<file path="config.mk">
export PLATFORM = sky130hd
export DESIGN_NAME = sorted_timer_queue_flat
export DESIGN_NICKNAME = d
export VERILOG_FILES = /design/src/rtl/stq_pkg.sv /design/src/rtl/stq_if.sv /design/src/rtl/stq_ram.sv /design/src/rtl/sorted_timer_queue.sv /design/src/flat_wrapper.sv
export VERILOG_INCLUDE_DIRS = /design/src /design/src/rtl
export SDC_FILE = /design/constraint.sdc
export NUM_CORES = 2
export LEC_CHECK = 0
export ABC_AREA = 1
export BUFFER_PORTS_ARGS = -buffer_cell sky130_fd_sc_hd__buf_2
export CORE_ASPECT_RATIO = 0.6
export CORE_MARGIN = 1
export CORE_UTILIZATION = 58
export CTS_BUF_LIST = sky130_fd_sc_hd__clkbuf_2 sky130_fd_sc_hd__clkbuf_4 sky130_fd_sc_hd__clkbuf_8
export DETAILED_ROUTE_END_ITERATION = 10
export PLACE_DENSITY = 0.85
export SLEW_MARGIN = 30
export SYNTH_ARGS = -nofsm -noshare
export SYNTH_HDL_FRONTEND = slang
export SYNTH_SLANG_ARGS = --single-unit
export TNS_END_PERCENT = 100
</file>
<file path="constraint.sdc">
create_clock -name clk -period 14.5 [get_ports clk]
set_input_delay 4.35 -clock clk [delete_from_list [all_inputs] [get_ports clk]]
set_output_delay 4.35 -clock clk [all_outputs]
set_load 0.02 [all_outputs]
</file>
<file path="src/rtl/sorted_timer_queue_macros.svh">
// Assertion macros for the timer queue
`ifndef SORTED_TIMER_QUEUE_MACROS_SVH
`define SORTED_TIMER_QUEUE_MACROS_SVH
// Assert that prop holds at every clock edge out of reset.
`define STQ_ASSERT(label, clk, rst_n, prop, msg) \
  label: assert property (@(posedge clk) disable iff (!rst_n) (prop)) else $error(msg);
// Assert that cond implies prop in the next cycle.
`define STQ_ASSERT_NEXT(label, clk, rst_n, cond, prop, msg) \
  label: assert property (@(posedge clk) disable iff (!rst_n) (cond) |=> (prop)) \
    else $error(msg);
`endif

</file>
<file path="src/rtl/stq_pkg.sv">
// ----------------------------------------------------------------------------
// stq_pkg
// Shared types and constants of the sorted timer queue.
// ----------------------------------------------------------------------------
package stq_pkg;
  localparam int unsigned TIMER_SLOTS = 16;
  localparam int unsigned SLOT_W = (TIMER_SLOTS > 1) ? $clog2(TIMER_SLOTS) : 1;
  localparam int unsigned CNT_W = $clog2(TIMER_SLOTS + 1);
  localparam int unsigned ENTRY_W = 96;

  localparam logic [1:0] CMD_REGISTER = 2'd0;
  localparam logic [1:0] CMD_CANCEL   = 2'd1;
  localparam logic [1:0] CMD_SWEEP    = 2'd2;
  localparam logic [1:0] CMD_RESERVED = 2'd3;

  localparam logic [1:0] ST_OK       = 2'd0;
  localparam logic [1:0] ST_NOMEM    = 2'd1;
  localparam logic [1:0] ST_INVAL    = 2'd2;
  localparam logic [1:0] ST_NOTFOUND = 2'd3;

  localparam logic [31:0] MS_NONE = 32'hFFFF_FFFF;
  localparam logic [31:0] MS_CAP  = 32'h7FFF_FFFF;
  // rounded-up tick count at which the millisecond figure reaches 2^31
  localparam logic [63:0] MS_CAP_TICKS = 64'd21474836480000;
  // ceil(2^51 / 625) in three 14-bit limbs, low limb first
  localparam logic [13:0] RECIP_LIMB0 = 14'd9097;
  localparam logic [13:0] RECIP_LIMB1 = 14'd12661;
  localparam logic [13:0] RECIP_LIMB2 = 14'd13421;

  typedef struct packed {
    logic [1:0]  command;
    logic [63:0] timeout;
    logic [62:0] now;
    logic        handle_present;
    logic [3:0]  handle_slot;
    logic [31:0] handle_gen;
  } in_item_t;

  typedef struct packed {
    logic [1:0]  status;
    logic        is_expired;
    logic [3:0]  slot;
    logic [31:0] gen;
    logic [31:0] next_ms;
    logic        last;
  } out_item_t;
endpackage

</file>
<file path="src/rtl/stq_if.sv">
// ----------------------------------------------------------------------------
// stq_in_if / stq_out_if
// Valid/ready channels for command items and result items.
// ----------------------------------------------------------------------------
interface stq_in_if;
  logic              valid;
  logic              ready;
  stq_pkg::in_item_t data;
  modport source (output valid, output data, input ready);
  modport sink (input valid, input data, output ready);
endinterface

interface stq_out_if;
  logic               valid;
  logic               ready;
  stq_pkg::out_item_t data;
  modport source (output valid, output data, input ready);
  modport sink (input valid, input data, output ready);
endinterface

</file>
<file path="src/rtl/stq_ram.sv">
// ----------------------------------------------------------------------------
// stq_ram
// Generic single-port-write, single-port-read RAM with registered read.
// ----------------------------------------------------------------------------
module stq_ram #(
  parameter int unsigned WIDTH = 8,
  parameter int unsigned DEPTH = 16
) (
  input  logic                     clk,
  input  logic                     we,
  input  logic [$clog2(DEPTH)-1:0] waddr,
  input  logic [WIDTH-1:0]         wdata,
  input  logic [$clog2(DEPTH)-1:0] raddr,
  output logic [WIDTH-1:0]         rdata
);
  logic [WIDTH-1:0] mem [DEPTH];

  always_ff @(posedge clk) begin
    if (we) begin
      mem[waddr] <= wdata;
    end
    rdata <= mem[raddr];
  end
endmodule

</file>
<file path="src/rtl/sorted_timer_queue.sv">
// Throughput: one item at a time; the next is taken the cycle after the final
//   result is taken. Receiver stalls hold up every command.
// Reset clears the used/canceled bits, queue length and generation counter at once.
// ----------------------------------------------------------------------------
// sorted_timer_queue
// Sixteen one-shot timers kept in expiry order, with generation-tagged handles.
// ----------------------------------------------------------------------------
`include "sorted_timer_queue_macros.svh"

module sorted_timer_queue (
  input logic   clk,
  input logic   rst_n,
  stq_in_if.sink    in_ch,
  stq_out_if.source out_ch
);
  localparam int unsigned N  = stq_pkg::TIMER_SLOTS;
  localparam int unsigned SW = stq_pkg::SLOT_W;
  localparam int unsigned CW = stq_pkg::CNT_W;

  typedef enum logic [3:0] {
    S_IDLE, S_REG_FIND, S_REG_SCAN, S_REG_CMP, S_REG_SHIFT,
    S_CAN_RD, S_CAN_CMP, S_SW_RD, S_SW_CHK, S_SW_POP, S_DIV, S_OUT
  } state_t;

  state_t            state_r;
  stq_pkg::in_item_t cmd_r;
  stq_pkg::out_item_t res_r;
  logic              res_valid_r;
  logic [N-1:0]      used_r, canc_r;
  logic [SW-1:0]     queue_r [N];
  logic [CW-1:0]     qlen_r, pos_r;
  logic [SW-1:0]     slot_r;
  logic [31:0]       gen_ctr_r;
  logic [63:0]       when_r, quo_r;
  logic [82:0]       acc_r;
  logic [1:0]        div_cnt_r;

  // Entry RAM: {when, gen} per slot
  logic                      ram_we;
  logic [SW-1:0]             ram_waddr, ram_raddr;
  logic [stq_pkg::ENTRY_W-1:0] ram_wdata, ram_rdata;
  logic [63:0] rd_when;
  logic [31:0] rd_gen;

  stq_ram #(.WIDTH(stq_pkg::ENTRY_W), .DEPTH(N)) u_entry_ram (
    .clk(clk), .we(ram_we), .waddr(ram_waddr), .wdata(ram_wdata),
    .raddr(ram_raddr), .rdata(ram_rdata)
  );
  assign rd_when = ram_rdata[95:32];
  assign rd_gen  = ram_rdata[31:0];

  // Lowest free slot
  logic [SW-1:0] free_slot;
  logic          free_any;
  always_comb begin
    free_slot = '0;
    free_any  = 1'b0;
    for (int i = N - 1; i >= 0; i--) begin
      if (!used_r[i]) begin
        free_slot = SW'(i);
        free_any  = 1'b1;
      end
    end
  end

  // Read address: in every reading state the slot comes from the queue or the handle
  logic [SW-1:0] pos_idx;
  assign pos_idx = pos_r[SW-1:0];
  always_comb begin
    unique case (state_r)
      S_CAN_RD: ram_raddr = cmd_r.handle_slot[SW-1:0];
      default:  ram_raddr = queue_r[pos_idx];
    endcase
  end

  assign ram_we    = (state_r == S_REG_FIND) && free_any && (qlen_r < CW'(N));
  assign ram_waddr = free_slot;
  assign ram_wdata = {when_r, gen_ctr_r + 32'd1};

  logic [63:0] sw_d;
  assign sw_d = rd_when - {1'b0, cmd_r.now};

  // Milliseconds: (ticks + 9999) / 16 times the scaled reciprocal of 625, one limb a cycle.
  // Below the cap the rounded tick count fits 45 bits, so the shifted value fits 41.
  logic [13:0] div_limb;
  logic [54:0] div_pp;
  always_comb begin
    unique case (div_cnt_r)
      2'd0:    div_limb = stq_pkg::RECIP_LIMB0;
      2'd1:    div_limb = stq_pkg::RECIP_LIMB1;
      default: div_limb = stq_pkg::RECIP_LIMB2;
    endcase
  end
  assign div_pp = 55'(quo_r[44:4]) * 55'(div_limb);

  assign in_ch.ready = (state_r == S_IDLE) && !res_valid_r;
  assign out_ch.valid = res_valid_r;
  assign out_ch.data  = res_r;

  logic res_take;
  assign res_take = res_valid_r && out_ch.ready;

  function automatic stq_pkg::out_item_t mk(input logic [1:0] st, input logic ex,
                                           input logic [3:0] sl, input logic [31:0] g,
                                           input logic [31:0] ms, input logic lst);
    stq_pkg::out_item_t o;
    o.status = st; o.is_expired = ex; o.slot = sl; o.gen = g; o.next_ms = ms; o.last = lst;
    return o;
  endfunction

  always_ff @(posedge clk) begin
    if (!rst_n) begin
      state_r     <= S_IDLE;
      res_valid_r <= 1'b0;
      used_r      <= '0;
      canc_r      <= '0;
      qlen_r      <= '0;
      gen_ctr_r   <= '0;
    end else begin
      unique case (state_r)
        S_IDLE: begin
          if (in_ch.valid && in_ch.ready) begin
            cmd_r <= in_ch.data;
            // zero or negative timeout counts back from now
            if (in_ch.data.timeout == 64'd0 || in_ch.data.timeout[63]) begin
              when_r <= {1'b0, in_ch.data.now} - in_ch.data.timeout;
            end else begin
              when_r <= in_ch.data.timeout;
            end
            pos_r <= '0;
            unique case (in_ch.data.command)
              stq_pkg::CMD_REGISTER: state_r <= S_REG_FIND;
              stq_pkg::CMD_CANCEL: begin
                if (!in_ch.data.handle_present) begin
                  res_r <= mk(stq_pkg::ST_INVAL, 1'b0, 4'd0, 32'd0, 32'd0, 1'b1);
                  res_valid_r <= 1'b1;
                  state_r <= S_OUT;
                end else if (32'(in_ch.data.handle_slot) >= N) begin
                  res_r <= mk(stq_pkg::ST_NOTFOUND, 1'b0, 4'd0, 32'd0, 32'd0, 1'b1);
                  res_valid_r <= 1'b1;
                  state_r <= S_OUT;
                end else begin
                  state_r <= S_CAN_RD;
                end
              end
              stq_pkg::CMD_SWEEP: state_r <= S_SW_RD;
              default: begin
                res_r <= mk(stq_pkg::ST_INVAL, 1'b0, 4'd0, 32'd0, 32'd0, 1'b1);
                res_valid_r <= 1'b1;
                state_r <= S_OUT;
              end
            endcase
          end
        end
        S_REG_FIND: begin
          if (!ram_we) begin
            res_r <= mk(stq_pkg::ST_NOMEM, 1'b0, 4'd0, 32'd0, 32'd0, 1'b1);
            res_valid_r <= 1'b1;
            state_r <= S_OUT;
          end else begin
            gen_ctr_r <= gen_ctr_r + 32'd1;
            used_r[free_slot] <= 1'b1;
            canc_r[free_slot] <= 1'b0;
            slot_r <= free_slot;
            state_r <= (qlen_r == '0) ? S_REG_SHIFT : S_REG_SCAN;
          end
        end
        S_REG_SCAN: state_r <= S_REG_CMP;   // read of queue entry at pos in flight
        S_REG_CMP: begin
          // stop at first entry with when >= new when (signed)
          if ($signed(rd_when) >= $signed(when_r)) begin
            state_r <= S_REG_SHIFT;
          end else if (pos_r + CW'(1) == qlen_r) begin
            pos_r <= qlen_r;
            state_r <= S_REG_SHIFT;
          end else begin
            pos_r <= pos_r + CW'(1);
            state_r <= S_REG_SCAN;
          end
        end
        S_REG_SHIFT: begin
          // insert at pos: shift tail up by one
          for (int i = N - 1; i > 0; i--) begin
            if (CW'(i) > pos_r && CW'(i) <= qlen_r) begin
              queue_r[i] <= queue_r[i-1];
            end
          end
          queue_r[pos_idx] <= slot_r;
          qlen_r <= qlen_r + CW'(1);
          res_r <= mk(stq_pkg::ST_OK, 1'b0, 4'(slot_r), gen_ctr_r, 32'd0, 1'b1);
          res_valid_r <= 1'b1;
          state_r <= S_OUT;
        end
        S_CAN_RD: state_r <= S_CAN_CMP;
        S_CAN_CMP: begin
          if (used_r[cmd_r.handle_slot[SW-1:0]] && rd_gen == cmd_r.handle_gen) begin
            canc_r[cmd_r.handle_slot[SW-1:0]] <= 1'b1;
            res_r <= mk(stq_pkg::ST_OK, 1'b0, 4'd0, 32'd0, 32'd0, 1'b1);
          end else begin
            res_r <= mk(stq_pkg::ST_NOTFOUND, 1'b0, 4'd0, 32'd0, 32'd0, 1'b1);
          end
          res_valid_r <= 1'b1;
          state_r <= S_OUT;
        end
        S_SW_RD: begin
          if (qlen_r == '0) begin
            // hold the final item until an expired item ahead of it is taken
            if (!res_valid_r || res_take) begin
              res_r <= mk(stq_pkg::ST_OK, 1'b0, 4'd0, 32'd0, stq_pkg::MS_NONE, 1'b1);
              res_valid_r <= 1'b1;
              state_r <= S_OUT;
            end
          end else begin
            if (res_take) begin
              res_valid_r <= 1'b0;
            end
            state_r <= S_SW_CHK;  // head read in flight
          end
        end
        S_SW_CHK: begin
          if (!res_valid_r || res_take) begin
            if (canc_r[queue_r[0]]) begin
              res_valid_r <= 1'b0;
              state_r <= S_SW_POP;
            end else if (sw_d != 64'd0 && !sw_d[63]) begin
              res_valid_r <= 1'b0;
              quo_r <= sw_d + 64'd9999;
              acc_r <= '0;
              div_cnt_r <= '0;
              state_r <= S_DIV;
            end else begin
              res_r <= mk(stq_pkg::ST_OK, 1'b1, 4'(queue_r[0]), rd_gen, 32'd0, 1'b0);
              res_valid_r <= 1'b1;
              state_r <= S_SW_POP;
            end
          end
        end
        S_SW_POP: begin
          // free head and shift queue down
          if (res_take) begin
            res_valid_r <= 1'b0;
          end
          used_r[queue_r[0]] <= 1'b0;
          canc_r[queue_r[0]] <= 1'b0;
          for (int i = 0; i < N - 1; i++) begin
            queue_r[i] <= queue_r[i+1];
          end
          qlen_r <= qlen_r - CW'(1);
          state_r <= S_SW_RD;
        end
        S_DIV: begin
          // three limb products accumulate, then the quotient sits above bit 51
          if (div_cnt_r == 2'd3) begin
            if (quo_r >= stq_pkg::MS_CAP_TICKS) begin
              res_r <= mk(stq_pkg::ST_OK, 1'b0, 4'd0, 32'd0, stq_pkg::MS_CAP, 1'b1);
            end else begin
              res_r <= mk(stq_pkg::ST_OK, 1'b0, 4'd0, 32'd0, acc_r[82:51], 1'b1);
            end
            res_valid_r <= 1'b1;
            state_r <= S_OUT;
          end else begin
            unique case (div_cnt_r)
              2'd0:    acc_r <= acc_r + 83'(div_pp);
              2'd1:    acc_r <= acc_r + (83'(div_pp) << 14);
              default: acc_r <= acc_r + (83'(div_pp) << 28);
            endcase
            div_cnt_r <= div_cnt_r + 2'd1;
          end
        end
        S_OUT: begin
          // hold until the final item is taken
          if (res_take) begin
            res_valid_r <= 1'b0;
            state_r <= S_IDLE;
          end
        end
        default: state_r <= S_IDLE;
      endcase
    end
  end

  `STQ_ASSERT(a_len_bound, clk, rst_n, qlen_r <= CW'(N), "queue length exceeds table")
  `STQ_ASSERT(a_ready_idle, clk, rst_n, !(in_ch.ready && state_r != S_IDLE), "ready outside idle")
  `STQ_ASSERT_NEXT(a_out_hold, clk, rst_n, out_ch.valid && !out_ch.ready,
                   out_ch.valid && $stable(out_ch.data), "result dropped while stalled")
  `STQ_ASSERT_NEXT(a_reg_count, clk, rst_n, state_r == S_REG_SHIFT,
                   qlen_r == $past(qlen_r) + CW'(1), "register did not grow queue")
endmodule

</file>
<file path="src/flat_wrapper.sv">
// flat-port wrapper written by rule: the top's interface ports become plain ports
module sorted_timer_queue_flat 
  (clk, rst_n, in_ch_valid, in_ch_data, in_ch_ready, out_ch_valid, out_ch_data, out_ch_ready);
  stq_in_if in_ch_i ();
  stq_out_if out_ch_i ();
  input logic clk;
  input logic rst_n;
  input wire logic [$bits(in_ch_i.valid)-1:0] in_ch_valid;
  input wire logic [$bits(in_ch_i.data)-1:0] in_ch_data;
  output wire logic [$bits(in_ch_i.ready)-1:0] in_ch_ready;
  output wire logic [$bits(out_ch_i.valid)-1:0] out_ch_valid;
  output wire logic [$bits(out_ch_i.data)-1:0] out_ch_data;
  input wire logic [$bits(out_ch_i.ready)-1:0] out_ch_ready;
  assign in_ch_i.valid = in_ch_valid;
  assign in_ch_i.data = in_ch_data;
  assign in_ch_ready = in_ch_i.ready;
  assign out_ch_valid = out_ch_i.valid;
  assign out_ch_data = out_ch_i.data;
  assign out_ch_i.ready = out_ch_ready;
  sorted_timer_queue u_core (.clk(clk), .rst_n(rst_n), .in_ch(in_ch_i), .out_ch(out_ch_i));
endmodule
</file>
==> summary.md <==
| Metric | Value |
|---|---|
| Run status | finished clean |
| Max clock buf depth | 4 |
| Final Hold Vio Count | 0 |
| Htree depth | 5 |
| Setup TNS | 0 ps |
| Post-detail-place hpwl | 317 mm |
| Max-cap violation count | 0 |
| DRC violation total after the first TritonRoute iteration | ~17,000 |
| Wire per inst | ~25 um |
| Crit path arrival time | 12,490 ps |
| CP max FO | 42 |
| Ranking of synthesized cells by area | edfxtp_1 (46%), nand2_1 (8.3%), inv_1 (8.2%), fa_1 (5.9%), ha_1 (5.4%) |
| Most common cell after layout, fill and taps aside | nand2_1 |
| Gp weighted congestion | between 1 and 1.5 |
| Chip width | 615 um |
| # setup viols final | 0 |
| Post_cts resized | 0 |
| Worst flop-to-flop path startpoint | u_core.div_cnt_r[1] |
| Highest routed layer | met5 |
| Most frequent cells in the layout | nand2_1 (2,901), inv_1 (2,840), edfxtp_1 (1,989), nor2_1 (936), a21oi_1 (841) |
| Worst Hold Class | flop to flop |
| Syn Nets | 15,600 |
| Core Rows | 134 |
| Worst path slowest cell | o21ai_0 |
| Vert. Die Dim | 370 um |
| Worst Hold Depth | 2 |
| Core ar. | between 200,000 and 250,000 um^2 |
| Synth Register Bits | about 2,200 |
| Hold Path End | u_core.gen_ctr_r[2] |
| Actual slew at the worst max-slew pin | 1130 ps |
| Asr flop ratio synth | 0 |
| GR Util All Layers | 0.385 |
| Post-synthesis sequential area ratio | 0.484 |
| Clk Latency, worst-skew pair | 1000 ps |
| Drt first pass iters | 7 |
| Fillers | about 18,000 |
| Path type of the worst setup path | flop to flop |
| CP Buf/Inv Count | 11 |
| Synth Flop Type | edfxtp_1 |
| Met3 wire len | a little over 70 mm |
| Final Max Tran Viols | 0 |
| Total Wirelength | 447 mm |
| Area leader, netlist | edfxtp_1 |
| Fin crit share | 0.815 |
| Post-CTS Hold Buffers | 0 |
| EDFF count, synth | slightly below 2,000 |
| Post-synthesis cell type count | 73 |
| Met2 WL post-DR | 177 mm |
| DRT met1 WL | between 150 and 200 mm |
| Initial antenna violation count | 25 |
| TritonCTS Sinks | 2,163 |
| Ports | 244 |
| CP startpoint kind | flop |
| CTS tree | yes |
| Most frequent CP cell | inv_1 |
| Final nets | 15,900 |
| Die Area | 227,000 um^2 |
| Reg-to-Reg End | u_core.acc_r[43] |
| Drt via density | slightly above 6 |
| # DRC | 0 |
| Yosys warns | 0 |
| Slew HR | 0.247 |
| Clk Tree Root Cell | clkbuf_8 |
| Worst Skew | 113 ps |
| Buffers on Ports | roughly 240 |
| Initial core utilization | 0.585 |
| CP top delay family | adder cells |
| Gate Count Post-Synth | 14,500 |
| Worst Reg-to-Reg Cells | 37 |
| Antenna-violating nets left | 0 |
| CTS Buf Count | 317 |
| Worst Path Required | 15,180 ps |
| Max stage delay on crit path | 800 ps |
| First-pass GRT wire length | around 650 mm |
| Routed vias | approximately 110k |
| Pin count of the biggest net entering global routing | 261 |
| RSZ-0062 raised after global routing | no |
| Synthesized cell area | between 100,000 and 150,000 um^2 |
| GRT Residual Overflow | 0 |
| Share of the synthesized area in the top cell type | 0.457 |
| Share of layout cells above drive strength 1 | 0.0760 |
| Setup bufs post-CTS | 0 |
| HP Start | u_core.gen_ctr_r[2] |
| Flop-to-flop setup slack | 2690 ps |
| Via count of the first global-routing pass | 101,000 |
| Layout area overhead | 8.75% |
| Crit path capture type | flop |
| Syn avg cell area | 9.00 um^2 |
| Reg clk slew, reported paths | 70 ps |
| F_max | 84.7 MHz |
| Final Critical Period | 11,810 ps |
==> cells in the mapped netlist, types with 7 or more instances <==
| library cell | instances |
|---|---|
| nand2_1 | 2902 |
| clkbuf_1 | 319 |
| o21ai_1 | 14 |
| buf_1 | 45 |
| o211ai_1 | 741 |
| nand2_2 | 16 |
| clkinv_1 | 9 |
| a31oi_1 | 135 |
| nand3_2 | 14 |
| a221oi_1 | 7 |
| nand3b_1 | 31 |
| nor4_1 | 61 |
| o21a_1 | 46 |
| or2_2 | 81 |
| nand4_1 | 81 |
| o21bai_1 | 24 |
| o221ai_1 | 57 |
| buf_2 | 101 |
| a21o_1 | 43 |
| edfxtp_1 | 1989 |
| a21oi_1 | 842 |
| ha_1 | 562 |
| o31ai_1 | 8 |
| o22ai_1 | 35 |
| nor3_1 | 102 |
| dfxtp_1 | 174 |
| nor2_1 | 950 |
| inv_1 | 2843 |
| a21boi_0 | 15 |
| fa_1 | 385 |
| xor2_1 | 152 |
| inv_2 | 9 |
| o21ai_0 | 737 |
| xnor2_1 | 80 |
| nand3_1 | 779 |
| nor2_2 | 22 |
| o2111ai_1 | 13 |
| a211oi_1 | 30 |
==> metrics by stage <==
stage	instances	cell area [um^2]	setup WS, ps	utilization	hold WS [ps]
after floorplan	14500	131000	1930	-	462
after global placement	17400	135000	3030	0.606	500
after detailed placement	17400	135000	2870	0.606	520
after CTS	18000	142000	2870	0.636	535
after global routing	18000	142000	2170	0.637	570
final	18000	142000	2690	0.637	539
==> layer usage <==
metal | up-vias | global-route usage
met5 | - | 0.00231
met4 | 16 | 0.136
met3 | 997 | 0.126
met2 | 8197 | 0.525
met1 | 51300 | 0.572
li1 | 49000 | -
==> worst min-delay path: stages (launching register included) <==
cell and delay, ps:
dfxtp_1 350, inv_1 80, a21oi_1 60
==> logic make-up (layout without fill, tap and decap cells) <==
family	Yosys count	count (layout)	share of synthesized area
AOI/OAI and AO/OA	2771	2771	0.128
xor gates and xnor gates	237	237	0.0162
adders and majority gates	947	947	0.113
buffers and inverters	3327	3807	0.0966
DFF	2163	2163	0.484
muxes	1	1	0.0000862
other	0	19	0
and+or+nand+nor	5076	5076	0.162
==> worst max path at each step <==
stage	start	end	slack, ps	cells past startpoint
global placement	u_core.div_cnt_r[1]	u_core.acc_r[82]	3030	40
floorplan	rst_n	u_core.cmd_r[0]	1930	5
finish	u_core.div_cnt_r[1]	u_core.acc_r[43]	2690	37
detailed placement	u_core.div_cnt_r[1]	u_core.acc_r[77]	2870	46
global route	u_core.div_cnt_r[1]	u_core.acc_r[57]	2170	43
CTS	u_core.div_cnt_r[1]	u_core.acc_r[77]	2870	46
==> state kept, by name (all words and copies together), names as in the netlist, named ones only <==
register,cells
u_core.acc_r,83
u_core.canc_r,16
u_core.cmd_r,99
u_core.div_cnt_r,2
u_core.gen_ctr_r,32
u_core.out_ch.data,72
u_core.out_ch.valid,1
u_core.pos_r,5
u_core.qlen_r,5
u_core.queue_r,64
u_core.quo_r,60
u_core.slot_r,4
u_core.state_r,4
u_core.u_entry_ram.mem,1536
u_core.u_entry_ram.rdata,96
u_core.used_r,16
u_core.when_r,64
==> area by class of cell <==
class / instances / area [um^2] / share of cell area
clock inverters: 108 / 858 / 0.00604
diodes: 19 / 47.5 / 0.000335
multi-input cells: 9032 / 55300 / 0.389
inverters: 2861 / 10800 / 0.0757
well taps: 2992 / 3740 / 0.0263
flip-flops and latches: 2163 / 63200 / 0.445
clock buffers: 461 / 5690 / 0.0401
repair buffers: 377 / 2470 / 0.0174
Power is not shown: default switching activity piles up to over one toggle a cycle in this logic, so the estimate is an artifact.
